File: config.mk
export PLATFORM = sky130hd
export DESIGN_NAME = bspde_lane
export DESIGN_NICKNAME = d
export VERILOG_FILES = /design/src/rtl/bspde_pkg.sv /design/src/rtl/bspde_lane.sv
export SDC_FILE = /design/constraint.sdc
export NUM_CORES = 2
export LEC_CHECK = 0
export ABC_CLOCK_PERIOD_IN_PS = 17500
export BUFFER_PORTS_ARGS = -buffer_cell sky130_fd_sc_hd__buf_2
export CAP_MARGIN = 20
export CORE_MARGIN = 3
export CORE_UTILIZATION = 45
export CTS_BUF_LIST = sky130_fd_sc_hd__clkbuf_4
export DETAILED_ROUTE_END_ITERATION = 12
export GPL_TIMING_DRIVEN = 0
export HOLD_SLACK_MARGIN = 0.02
export PLACE_DENSITY = 0.6
export SYNTH_ARGS = -nofsm -noshare
export SYNTH_HDL_FRONTEND = slang
export SYNTH_SLANG_ARGS = --single-unit
File: constraint.sdc
create_clock -name clk -period 17.5 [get_ports clk]
set_input_delay 0 -clock clk [delete_from_list [all_inputs] [get_ports clk]]
set_output_delay 0 -clock clk [all_outputs]
set_load 0.05 [all_outputs]
File: src/rtl/bspde_pkg.sv
// Types and constants of the de Boor point evaluator.
`default_nettype none

package bspde_pkg;

  localparam int unsigned ORDER    = 3;
  localparam int unsigned COORD_W  = 10;
  localparam int unsigned FRAC_W   = 8;
  localparam int unsigned IDX_W    = 8;
  localparam int unsigned COUNT_W  = 9;
  localparam int unsigned RES_W    = 18;

  localparam int unsigned FRAC_ONE = 1 << FRAC_W;
  // common denominator of the first level: (ORDER - 1) in knot units
  localparam int unsigned DEN1     = (ORDER - 1) * FRAC_ONE;
  localparam int unsigned WEIGHT_W = $clog2(DEN1) + 1;
  localparam int unsigned L1_W     = COORD_W + WEIGHT_W - 1;
  localparam int unsigned L2_W     = L1_W + FRAC_W;
  // total scale is DEN1 * FRAC_ONE; the Q.8 result drops all but FRAC_W of it
  localparam int unsigned ROUND_SHIFT = L2_W - RES_W;
  localparam int unsigned ROUND_BIAS  = 1 << (ROUND_SHIFT - 1);

  typedef enum logic {
    OP_WRITE = 1'b0,
    OP_EVAL  = 1'b1
  } op_t;

  typedef struct packed {
    logic [COORD_W-1:0] y;
    logic [COORD_W-1:0] x;
  } point_t;

  typedef struct packed {
    logic              ok;
    logic              err;
    logic [FRAC_W-1:0] frac;
  } meta_t;

  typedef struct packed {
    logic s2;
    logic s3;
    logic s4;
    logic s5;
  } stage_en_t;

endpackage

`default_nettype wire

File: src/rtl/bspde_lane.sv
// One coordinate of the quadratic de Boor triangle, four register stages.
`default_nettype none

module bspde_lane (
  input  wire logic                          clk,
  input  wire bspde_pkg::stage_en_t          en,
  input  wire logic [bspde_pkg::FRAC_W-1:0]  frac_s1,
  input  wire logic [bspde_pkg::FRAC_W-1:0]  frac_s3,
  input  wire logic [bspde_pkg::COORD_W-1:0] tap [bspde_pkg::ORDER],
  output logic      [bspde_pkg::RES_W-1:0]   value
);

  localparam int unsigned WW = bspde_pkg::WEIGHT_W;
  localparam int unsigned W1 = bspde_pkg::L1_W;
  localparam int unsigned W2 = bspde_pkg::L2_W;

  // first level weights, in units of 1/256 knot
  logic [WW-1:0] w_far_left;
  logic [WW-1:0] w_near_left;
  logic [WW-1:0] w_near_right;
  logic [WW-1:0] w_frac;
  logic [W1-1:0] prod_a, prod_b, prod_c, prod_d;
  logic [W1-1:0] prod_a_next, prod_b_next, prod_c_next, prod_d_next;
  logic [W1-1:0] lvl1_hi, lvl1_lo;
  logic [WW-1:0] w2_left;
  logic [W2-1:0] prod_e, prod_f;
  logic [W2-1:0] prod_e_next, prod_f_next;
  logic [W2-1:0] total;

  assign w_frac       = WW'(frac_s1);
  assign w_far_left   = WW'(bspde_pkg::DEN1) - w_frac;
  assign w_near_left  = WW'(bspde_pkg::FRAC_ONE) - w_frac;
  assign w_near_right = WW'(bspde_pkg::FRAC_ONE) + w_frac;

  assign prod_a_next = W1'(w_far_left)   * W1'(tap[1]);
  assign prod_b_next = W1'(w_frac)       * W1'(tap[2]);
  assign prod_c_next = W1'(w_near_left)  * W1'(tap[0]);
  assign prod_d_next = W1'(w_near_right) * W1'(tap[1]);

  assign w2_left     = WW'(bspde_pkg::FRAC_ONE) - WW'(frac_s3);
  assign prod_e_next = W2'(w2_left) * W2'(lvl1_lo);
  assign prod_f_next = W2'(frac_s3) * W2'(lvl1_hi);

  assign total = prod_e + prod_f + W2'(bspde_pkg::ROUND_BIAS);

  always_ff @(posedge clk) begin
    if (en.s2) begin
      prod_a <= prod_a_next;
      prod_b <= prod_b_next;
      prod_c <= prod_c_next;
      prod_d <= prod_d_next;
    end
    if (en.s3) begin
      lvl1_hi <= prod_a + prod_b;
      lvl1_lo <= prod_c + prod_d;
    end
    if (en.s4) begin
      prod_e <= prod_e_next;
      prod_f <= prod_f_next;
    end
    // round half up to Q10.8
    if (en.s5) begin
      value <= total[W2-1:bspde_pkg::ROUND_SHIFT];
    end
  end

endmodule

`default_nettype wire

==> results.tsv <==
metric	value	unit
Yosys cell types	59	
Starting Density	45.91	%
Slew Limit Headroom	30.42	%
Fmax	0.1392	GHz
first-pass GRT wire length	112800	um
clock sink count	184	
critical path class	in2reg	
Mapped Nets	3977	
Critical Path RT	17930	ps
initial antenna violation count	2	
worst clock skew	26.35	ps
Worst Max-Slew Pin Slew	1034	ps
Syn Std Cell Area	29860	um^2
CTS tree	built	
routed vias	21140	
run status	finished clean	
Resize count post-CTS	0	
# fillers	6074	
post-synthesis sequential area ratio	18.50	%
Setup Viol. Count Final	0	
Std-Cell Rows	93	
Clock Tree Buf Depth	2	
Worst-path clk slew	160	ps
post-synthesis register bit count	184	
Post-Synthesis Cells	3085	
port bufs	60	
TritonRoute pass-1 iters	5	
total grt overflow	0	
routed len/inst	16.52	um
layout cells sized above 1	3.476	%
CP arrival	7610	ps
drt first-iter violations	1166	
number of enable flip-flop cells after synthesis	184	
Syn. warnings	0	
Startpoint Class	input port	
Hold Crit Class	in2reg	
RSZ-0062 raised after global routing	false	
Final Hold Viols	0	
die height	263.6	um
worst-path fanout max	10	
die footprint	69490	um^2
Antenna Nets Post-Route	0	
setup TNS	0	ps
Synth async-reset ratio	0	%
most frequent cell after synthesis	inv_1	
post-synth top area share	29.29	%
vias in the first global route	22420	
drt drc	0	
top cells by count, synth	inv_1, fa_1, nand2_1	
gr usage total	19.99	%
fin. max-slew vios	0	
Final Wtd Congestion	0.8665	
ranking of synthesized cells by area	fa_1, edfxtp_1, ha_1	
Yosys top cell by area	fa_1	
minimum clock period	7183	ps
clock tree root driver cell	clkbuf_4	
ys flop type	edfxtp_1	
CP Capture Type	flop	
core area	65050	um^2
DP Wirelength	55570	um
pin count of the biggest net entering global routing	75	
Num CTS Buffers	17	
die width	263.6	um
final wirelength	66930	um
H-tree depth	4	
Final period util	41.04	%
max capacitance violation total	0	
clk_lat worst skew	690	ps
via/cell ratio	5.218	
# IOs	69	
P&R area growth vs syn	6.226	%
Layout Nets	4072	
syn_area_per_cell	9.681	um^2
[worst paths after layout]
check	start	endpoint	slack, ps	cells past startpoint
min	frac_s1[0]	prod_c[0]	120	3
min reg2reg	prod_b[0]	lvl1_hi[0]	570	1
max	frac_s3[0]	prod_e[26]	10320	27
max reg2reg	lvl1_lo[15]	prod_e[26]	11310	20
[metrics by stage]
step	setup slack [ps]	util, %	cells	cell area [um^2]	hold slack, ps
after global routing	9886	48.76	4049	31720	96.29
after global placement	10200	48.02	4000	31240	444.3
final	10320	48.77	4051	31720	123.1
after CTS	10420	48.72	4046	31690	21.96
after floorplan	11600	-	3085	29860	112.5
after detailed placement	10180	48.04	4002	31250	458.2
[repair_timing]
item                       4_1_cts  5_1_grt
hold buffers                    12        0
setup buffers                    0        0
setup endpoints to repair        0        0
hold endpoints to repair       162        0
[cell type report]
cell class / count / area [um^2] / share of cell area (%)
well taps: 855 / 1070 / 3.372
plain buffers: 86 / 322.8 / 1.018
diodes: 3 / 7.507 / 0.02366
repair buffers: 76 / 460.4 / 1.451
multi-input cells: 2296 / 22070 / 69.56
inverters: 519 / 1948 / 6.141
flip-flops and latches: 184 / 5525 / 17.42
clock inverters: 15 / 193.9 / 0.6113
clock buffers: 17 / 127.6 / 0.4023
[cell usage in the layout (no fill, tap or decap), drive strengths merged, types with 12 or more instances in the layout]
master	synthesis	routed
a31oi	13	13
nand2	405	405
xor2	45	45
clkbuf	78	95
ha	404	404
fa	437	437
xnor2	115	115
edfxtp	184	184
nor3	47	47
a211oi	13	13
a21boi	12	12
buf	8	72
inv	519	527
and3	23	23
a21o	40	40
o21ai	54	54
and2	311	311
o21bai	14	14
nor2	106	106
a21oi	88	88
nand3	26	26
dlygate4sd3	0	12
nor2b	20	20
o21a	12	12
[kinds of logic after synthesis]
family	after synthesis	synth area share (%)
xor+xnor	160	4.692
mux	4	0.1383
fa+ha+maj	841	46.22
flops	184	18.50
compound gates	305	6.708
simple gates	986	16.14
buf+inv	605	7.604
[layer usage]
metal	share of wire [%]	global-route usage, %	vias up
li1	-	-	10090
met1	45	26.68	10450
met2	48	34.06	498
met3	4.5	2.495	105
met4	2.7	6.035	2
met5	0.019	0	-
[registers in the layout, indices dropped and copies added, names as in the netlist]
| signal | cells |
|---|---|
| prod_e | 27 |
| prod_f | 27 |
| lvl1_hi | 19 |
| lvl1_lo | 19 |
| prod_a | 19 |
| prod_c | 19 |
| prod_b | 18 |
| prod_d | 18 |
| value | 18 |
[critical path: stages]
cell           delay (ps)
dlygate4sd3_1         540
buf_2                 170
inv_1                  80
ha_1                  190
nand2_1                90
or3_1                 340
xor2_1                640
clkbuf_1              500
nand2_1               140
fa_1                  500
fa_1                  540
inv_1                  50
fa_1                  450
fa_1                  480
inv_1                  50
fa_1                  470
inv_1                  40
ha_1                  340
a21o_1                200
a21o_1                180
a41oi_1               210
o21ai_0               180
a31oi_1               390
a21o_1                240
o211ai_1              110
a21oi_1               180
xnor2_1               290
Power is left out: the tool's default activity adds up to more than one toggle a clock period on the data nets, which glitch-free logic cannot reach.
